[src/rtl/core/psgd_pkg.sv]
// Shared types and constants for the sound generator register write decoder.
`timescale 1ns / 1ps

package psgd_pkg;

    localparam int CHANNELS = 4;
    localparam int CH_W = $clog2(CHANNELS);
    localparam int TONE_W = 10;
    localparam int VOL_W = 4;
    localparam int BYTE_W = 8;

    localparam logic [CH_W-1:0] CH_NOISE = CH_W'(3);
    localparam logic [CH_W-1:0] CH_LINKED = CH_W'(2);
    localparam logic [1:0] RATE_FOLLOW = 2'd3;
    localparam logic [VOL_W-1:0] VOL_RESET = 4'hF;

    typedef logic [BYTE_W-1:0] psgd_byte_t;

    typedef struct packed {
        logic volume_event;
        logic tone_event;
        logic noise_tone_event;
        logic noise_type_event;
        logic mode_event;
        logic [CH_W-1:0] event_channel;
        logic [TONE_W-1:0] channel_tone;
        logic [VOL_W-1:0] channel_volume;
        logic noise_kind;
        logic noise_follows_ch2;
    } psgd_result_t;

    typedef struct packed {
        logic advance;
        psgd_byte_t write_byte;
    } psgd_issue_t;

endpackage

[src/rtl/core/psgd_decoder.sv]
// Channel state registers and the decode of one byte into a state update and result.
`timescale 1ns / 1ps

module psgd_decoder (
    input  logic clk,
    input  logic rst_n,
    input  psgd_pkg::psgd_issue_t issue,
    output psgd_pkg::psgd_result_t result
);

    logic [psgd_pkg::TONE_W-1:0] tone_reg [psgd_pkg::CHANNELS];
    logic [psgd_pkg::TONE_W-1:0] tone_next [psgd_pkg::CHANNELS];
    logic [psgd_pkg::VOL_W-1:0] vol_reg [psgd_pkg::CHANNELS];
    logic [psgd_pkg::VOL_W-1:0] vol_next [psgd_pkg::CHANNELS];
    logic noise_type_reg, noise_type_next;
    logic noise_mode_reg, noise_mode_next;
    logic [psgd_pkg::CH_W-1:0] chan_reg, chan_next;
    logic pending_reg, pending_next;
    logic [3:0] low_nibble_reg, low_nibble_next;
    logic vol_latch_reg, vol_latch_next;

    always_comb
    begin
        logic [7:0] b;
        logic do_noise;
        logic do_volume;
        logic new_mode;
        b = issue.write_byte;
        do_noise = 1'b0;
        do_volume = 1'b0;
        tone_next = tone_reg;
        vol_next = vol_reg;
        noise_type_next = noise_type_reg;
        noise_mode_next = noise_mode_reg;
        chan_next = chan_reg;
        pending_next = pending_reg;
        low_nibble_next = low_nibble_reg;
        vol_latch_next = 1'b0;
        result = '0;

        if (!b[7])
        begin
            if (pending_reg)
            begin
                if (noise_mode_reg && chan_reg == psgd_pkg::CH_LINKED)
                begin
                    chan_next = psgd_pkg::CH_NOISE;
                end
                tone_next[chan_next] = {b[5:0], low_nibble_reg};
                if (chan_next == psgd_pkg::CH_NOISE)
                begin
                    result.noise_tone_event = 1'b1;
                end
                else
                begin
                    result.tone_event = 1'b1;
                end
                pending_next = 1'b0;
                low_nibble_next = 4'd0;
            end
            else if (vol_latch_reg)
            begin
                do_volume = 1'b1;
            end
            else
            begin
                do_noise = 1'b1;
            end
        end
        else
        begin
            chan_next = b[6:5];
            if (!b[4])
            begin
                if (chan_next != psgd_pkg::CH_NOISE)
                begin
                    if (!pending_reg)
                    begin
                        pending_next = 1'b1;
                        low_nibble_next = b[3:0];
                    end
                end
                else
                begin
                    do_noise = 1'b1;
                end
            end
            else
            begin
                vol_latch_next = 1'b1;
                do_volume = 1'b1;
            end
        end

        if (do_volume)
        begin
            vol_next[chan_next] = b[3:0];
            result.volume_event = 1'b1;
        end

        new_mode = (b[1:0] == psgd_pkg::RATE_FOLLOW);
        if (do_noise)
        begin
            noise_type_next = b[2];
            noise_mode_next = new_mode;
            result.mode_event = (new_mode != noise_mode_reg);
            if (!new_mode)
            begin
                tone_next[chan_next] = {{(psgd_pkg::TONE_W-2){1'b0}}, b[1:0]};
                result.noise_tone_event = 1'b1;
            end
            result.noise_type_event = 1'b1;
        end

        result.event_channel = chan_next;
        result.channel_tone = tone_next[chan_next];
        result.channel_volume = vol_next[chan_next];
        result.noise_kind = noise_type_next;
        result.noise_follows_ch2 = noise_mode_next;
    end

    always_ff @(posedge clk or negedge rst_n)
    begin
        if (!rst_n)
        begin
            for (int i = 0; i < psgd_pkg::CHANNELS; i++)
            begin
                tone_reg[i] <= '0;
                vol_reg[i] <= psgd_pkg::VOL_RESET;
            end
            noise_type_reg <= 1'b0;
            noise_mode_reg <= 1'b0;
            chan_reg <= '0;
            pending_reg <= 1'b0;
            low_nibble_reg <= 4'd0;
            vol_latch_reg <= 1'b0;
        end
        else if (issue.advance)
        begin
            tone_reg <= tone_next;
            vol_reg <= vol_next;
            noise_type_reg <= noise_type_next;
            noise_mode_reg <= noise_mode_next;
            chan_reg <= chan_next;
            pending_reg <= pending_next;
            low_nibble_reg <= low_nibble_next;
            vol_latch_reg <= vol_latch_next;
        end
    end

endmodule

[config.mk]
export PLATFORM = sky130hd
export DESIGN_NAME = psgd_decoder
export DESIGN_NICKNAME = d
export VERILOG_FILES = /design/src/rtl/core/psgd_pkg.sv /design/src/rtl/core/psgd_decoder.sv
export SDC_FILE = /design/constraint.sdc
export NUM_CORES = 1
export LEC_CHECK = 0
export BUFFER_PORTS_ARGS = -buffer_cell sky130_fd_sc_hd__buf_2
export CAP_MARGIN = 20
export CORE_MARGIN = 3
export CORE_UTILIZATION = 32
export CTS_CLUSTER_DIAMETER = 120
export DETAILED_ROUTE_END_ITERATION = 10
export PLACE_DENSITY = 0.51
export SETUP_SLACK_MARGIN = 0.2
export SLEW_MARGIN = 20
export SYNTH_ARGS = -nofsm -noshare
export SYNTH_HDL_FRONTEND = slang
export SYNTH_SLANG_ARGS = --single-unit
[constraint.sdc]
create_clock -name clk -period 2.44 [get_ports clk]
set_input_delay 0.488 -clock clk [delete_from_list [all_inputs] [get_ports clk]]
set_output_delay 0.488 -clock clk [all_outputs]
set_load 0.01 [all_outputs]
==> flow_summary.json, run 1 <==
{
  "status": "complete, but fails checks",
  "violations": "setup timing",
  "firstDrtPassIters": 7,
  "r2r_start": "pending_reg",
  "start_util_pct": 33.18,
  "leakage_nw": 2.408,
  "area_delta_synth_final_pct": 42.19,
  "critPathTopFamily": "compound AO/OA/AOI/OAI gates",
  "grt_max_degree": 45,
  "worst-setup-path-type": "register to primary output",
  "yosys_warnings": 0,
  "cap_violations": 0,
  "final_cell_mix": "buf_4, dfrtp_1, a22o_1, mux2_2, buf_2",
  "final-hold-violation-count": 0,
  "routed_wl_mm": 12.47,
  "crit_path_start": "pending_reg",
  "root_buffer": "clkbuf_16",
  "crit_fanout": 7,
  "tritoncts": "yes",
  "avgSynthCellArea_um2": 10.60,
  "comb_power_share_pct": 38.5,
  "insertion_delay_ns": 0.33,
  "arrival_ns": 1.98,
  "fin_skew_ns": 0.006517,
  "clk_pin_slew_ns": 0.06,
  "largest_reg_flops": 40,
  "post-route-period-util_pct": 101.1,
  "ant_nets": 0,
  "drive_above_1_share_pct": 52.85,
  "min_period_ns": 2.466,
  "slew_violations": 0,
  "synth_edf_count": 0,
  "io_pins": 34,
  "antenna_found_initial": 0,
  "cp-end-kind": "primary output",
  "drt_iter0_markers": 280,
  "syn_inst": 362,
  "fill_cells": 1055,
  "grt_pass1_wl_mm": 19.20,
  "max_slew_margin_pct": 62.49,
  "ir_worst_vdd_mv": 0.5105,
  "p_clk_share_pct": 25.2,
  "yosys.cell_types.count": 64,
  "route.detailed.drc": 0,
  "num_vias": 3444,
  "fin_tns_setup_ns": -0.2111,
  "multi_input_area_um2": 2308,
  "setup.worst_path.start_class": "register",
  "dpl.cell_count": 559,
  "grt_pass1_vias": 3331,
  "crit_chain": "and4b_2, o21ai_4, buf_6, nor2_1, o32ai_1, buf_2",
  "synth_area_leaders": "dfrtp_1, dfstp_2, mux2_2",
  "layout_commonest_cell": "buf_4",
  "cts_hold_buf": 0,
  "cts_max_path_buffers": 2,
  "wl_per_cell_um": 20.82,
  "grt-ovfl-total": 0,
  "synth_top_area_share_pct": 32.61,
  "max_stage_delay_ns": 0.47,
  "place_ws_ns": -0.08346,
  "p_sw_mw": 1.708,
  "sw_frac_of_total_pct": 32.93,
  "portBuffers": 33,
  "via_per_inst": 5.750,
  "die-area_um2": 13340,
  "rows": 39,
  "crit_buf_inv": 2,
  "hold_path_class": "input pin to async pin",
  "grt_usage_pct": 19.03,
  "htreeDepth": 3,
  "grt_setup_unrepaired": "true",
  "antenna_cells": 0,
  "synthesis.nets": 373,
  "async_flop_share_pct": 100.0,
  "dp_hpwl_mm": 8.675,
  "seqCellArea_um2": 1674,
  "die_width_um": 115.5,
  "fin_cells": 599,
  "finalSetupViolCount": 11,
  "power.share.sequential_pct": 36.2,
  "yosysSeqAreaShare_pct": 43.56,
  "utilization_pct": 47.18,
  "tightest_slew_ns": 0.5627,
  "fmax_ghz": 0.4054,
  "nNetsFinal": 462,
  "powerDensity_nw_per_um2": 950.5,
  "required_ns": 1.95,
  "critPathSlowestCell": "dfrtp_2",
  "core_region_area_um2": 11560,
  "gp_congestion": 0.9187,
  "die_h_um": 115.5,
  "synth_area_um2": 3837,
  "setup_slack_ns": -0.02650,
  "clock-sinks": 66,
  "synth_ff_type": "dfrtp_1",
  "synth_seq_cells": 66,
  "internal_power_mw": 3.478,
  "synth.largest_area_cell": "dfrtp_1",
  "numCtsBuffers": 9
}
cell families after synthesis:
| family | count (synthesis) | synth area share (%) |
|---|---|---|
| AO/OA/AOI/OAI | 108 | 22.20 |
| AND/OR/NAND/NOR | 86 | 13.27 |
| flip-flops | 66 | 43.56 |
| multiplexers | 54 | 15.13 |
| buffers and inverters | 47 | 5.608 |
| XOR/XNOR | 1 | 0.2283 |
timing repair:
action / CTS / global route
setup endpoints to repair: 42 / 39
pin swaps: 18 / 15
buffers inserted: 17 / 7
hold endpoints to repair: 0 / 0
resized for setup: 58 / 39
metrics by stage:
step	total power [mW]	area (µm²)	hold WS (ns)
2_1_floorplan	2.856	3876	0.1924
3_3_place_gp	3.418	4522	0.4790
3_5_place_dp	3.429	4522	0.4796
4_1_cts	5.030	5206	0.1470
5_1_grt	5.454	5456	0.1868
6_report	5.187	5456	0.1417
path summary, 6_finish.rpt:
kind | end | cells after the start | slack [ns]
min in group clk | tone_reg[3] | 1 | 0.50
setup / recovery | result[14] | 6 | -0.03
hold / removal | tone_reg[23] | 1 | 0.14
hold reg to reg | tone_reg[3] | 1 | 0.50
max in group asynchronous | vol_reg[1] | 2 | 1.60
setup reg to reg | vol_reg[5] | 7 | 0.24
synthesized netlist by cell type, types with 7 or more instances:
cell	instances
mux2i_1	22
nand2_1	16
mux2_2	32
dfrtp_1	50
buf_2	10
dfstp_2	16
a22o_1	29
a21oi_1	11
clkbuf_1	17
inv_1	11
o22ai_1	8
nor2_1	15
nor2b_1	7
metal layers:
layer / part of all wire [%] / up-vias / wire length (µm) / GRT usage [%]
li1: - / 1559 / - / -
met1: 45 / 1719 / 5558 / 26.43
met2: 47 / 150 / 5866 / 29.63
met3: 6.7 / 16 / 840 / 4.909
met4: 1.6 / 0 / 205 / 5.086
met5: 0 / - / 0 / 0
final cells by class:
cell class	count	share of cell area, %
Clock inverter	5	0.9860
Timing Repair Buffer	114	17.54
Inverter	11	0.7567
Multi-Input combinational cell	249	42.31
Tap cell	143	3.279
Clock buffer	11	4.449
Sequential cell	66	30.68
power by group through the flow:
stage          Clock (mW)  Combinational (mW)  Sequential, mW
2_1_floorplan           0                1.12            1.74
3_3_place_gp            0                1.57            1.85
3_5_place_dp            0                1.59            1.84
4_1_cts              1.33                1.85            1.84
5_1_grt              1.38                2.15            1.92
6_report             1.31                2.00            1.88
Note: power is estimated with default switching activity, not from simulation.
==> run 2: changes to the inputs <==
--- a/config.mk
+++ b/config.mk
@@ -8,10 +8,10 @@
 export BUFFER_PORTS_ARGS = -buffer_cell sky130_fd_sc_hd__buf_2
 export CAP_MARGIN = 20
 export CORE_MARGIN = 3
-export CORE_UTILIZATION = 32
+export CORE_UTILIZATION = 49
 export CTS_CLUSTER_DIAMETER = 120
 export DETAILED_ROUTE_END_ITERATION = 10
-export PLACE_DENSITY = 0.51
+export PLACE_DENSITY = 0.71
 export SETUP_SLACK_MARGIN = 0.2
 export SLEW_MARGIN = 20
 export SYNTH_ARGS = -nofsm -noshare
==> constraint.sdc (replaced) <==
create_clock -name clk -period 3.06 [get_ports clk]
set_input_delay 0.612 -clock clk [delete_from_list [all_inputs] [get_ports clk]]
set_output_delay 0.612 -clock clk [all_outputs]
set_load 0.01 [all_outputs]
==> run 2 against run 1 <==
Against the previous run:
- the flow now finishes without violations
- final cell count shrank 17%
- highest routed layer unchanged
- non-clock buffer count down 58
- clock-buffer cell count fell by 1
- core utilization increased by 12 points
- clock power decreased by 39%
- largest power group is now sequential cells
==> flow_summary.json, run 2 (synthesized netlist as in run 1, its figures left out) <==
{
  "antenna_cells": 0,
  "powerDensity_nw_per_um2": 779.7,
  "final-hold-violation-count": 0,
  "insertion_delay_ns": 0.35,
  "post-route-period-util_pct": 90.34,
  "clock-sinks": 66,
  "route.detailed.drc": 0,
  "largest_reg_flops": 40,
  "grt-ovfl-total": 0,
  "dp_hpwl_mm": 6.909,
  "die_h_um": 94.50,
  "via_per_inst": 6.390,
  "min_period_ns": 2.765,
  "numCtsBuffers": 9,
  "wl_per_cell_um": 19.83,
  "io_pins": 34,
  "grt_pass1_vias": 3028,
  "rows": 31,
  "num_vias": 3176,
  "grt_max_degree": 67,
  "finalSetupViolCount": 0,
  "crit_fanout": 13,
  "cts_max_path_buffers": 2,
  "grt_setup_unrepaired": "false",
  "fin_skew_ns": 0.005704,
  "clk_pin_slew_ns": 0.08,
  "die-area_um2": 8929,
  "portBuffers": 33,
  "start_util_pct": 51.80,
  "fin_cells": 497,
  "fmax_ghz": 0.3617,
  "drive_above_1_share_pct": 35.43,
  "ir_worst_vdd_mv": 0.4382,
  "nNetsFinal": 404,
  "layout_commonest_cell": "dfrtp_1",
  "die_width_um": 94.50,
  "root_buffer": "clkbuf_8",
  "post_cts_buffers": 0,
  "area_delta_synth_final_pct": 13.99,
  "cp-end-kind": "primary output",
  "tritoncts": "yes",
  "antenna_found_initial": 0,
  "dpl.cell_count": 481,
  "htreeDepth": 3,
  "tightest_slew_ns": 0.6994,
  "gp_congestion": 0.9278,
  "leakage_nw": 1.949,
  "ant_nets": 0,
  "slew_violations": 0,
  "arrival_ns": 2.15,
  "cap_violations": 0,
  "routed_wl_mm": 9.857,
  "status": "completed",
  "worst-setup-path-type": "register to primary output",
  "hold_path_class": "input pin to async pin",
  "final_cell_mix": "dfrtp_1, buf_2, mux2_2, a22o_1",
  "drt_iter0_markers": 342,
  "grt_pass1_wl_mm": 15.88,
  "setup.worst_path.start_class": "register",
  "core_region_area_um2": 7408,
  "required_ns": 2.45,
  "max_slew_margin_pct": 53.06,
  "fin_tns_setup_ns": 0,
  "grt_usage_pct": 23.41,
  "firstDrtPassIters": 5,
  "utilization_pct": 59.04
}
run 2: cell count changes in the layout (fill, tap and decap cells not counted), moves of 5 or more:
| cell | before | now |
|---|---|---|
| buf_2 | 25 | 33 |
| buf_4 | 59 | 22 |
| buf_6 | 23 | 0 |
| clkbuf_16 | 9 | 1 |
| clkbuf_8 | 1 | 9 |
| mux2_2 | 25 | 31 |
| mux2_4 | 7 | 1 |
| mux2i_1 | 15 | 22 |
| o32ai_1 | 1 | 6 |
| o32ai_2 | 5 | 0 |
run 2: critical path, stage by stage (launching register included):
cell and delay (ns):
dfrtp_2 0.51, mux2_4 0.40, nor2_4 0.32, inv_1 0.13, o31ai_1 0.09, and3_1 0.21, buf_2 0.13
run 2: area by class of cell:
| type | instances | area, µm² |
|---|---|---|
| clock buffers | 10 | 148.9 |
| well taps | 99 | 123.9 |
| inverters | 11 | 41.29 |
| fillers | 650 | 3034 |
| flip-flops and latches | 66 | 1678 |
| multi-input cells | 249 | 1963 |
| repair buffers | 56 | 350.3 |
| clock inverters | 6 | 68.82 |
run 2: metrics by stage:
step	total power [mW]	instance area [µm²]	hold slack, ns	worst slack [ns]
CTS	3.412	4358	0.2802	0.1934
floorplan	2.261	3837	0.3164	0.3905
global placement	2.580	4138	0.4780	0.1972
detailed placement	2.602	4138	0.4772	0.1995
global route	3.612	4374	0.2879	0.2059
finish	3.410	4374	0.2655	0.2955
run 2: path summary, 6_finish.rpt:
check | from | endpoint | slack (ns) | cells past startpoint
max | chan_reg[0] | result[8] | 0.30 | 6
min | rst_n | chan_reg[0] | 0.27 | 2
max reg2reg | chan_reg[0] | vol_reg[4] | 0.62 | 6
min reg2reg | tone_reg[13] | tone_reg[13] | 0.50 | 1
max in group asynchronous | rst_n | vol_reg[13] | 2.47 | 2
min in group clk | tone_reg[13] | tone_reg[13] | 0.50 | 1
run 2: what timing repair did:
item | CTS | global route
setup endpoints to repair | 15 | 14
resized for setup | 3 | 5
pin swaps | 0 | 0
hold buffers | 0 | 0
run 2: where the power goes:
part	switching [mW]	internal (mW)
registers	0.245	1.25
logic	0.539	0.572
clock network	0.366	0.434
total	1.15	2.26
run 2: per-layer routing:
layer / GRT usage, % / vias to the layer above / routed length [µm]
met5: 0 / - / 0
met4: 8.774 / 0 / 181
met3: 4.223 / 23 / 707
met2: 35.05 / 164 / 4525
met1: 33.86 / 1545 / 4442
li1: - / 1444 / -
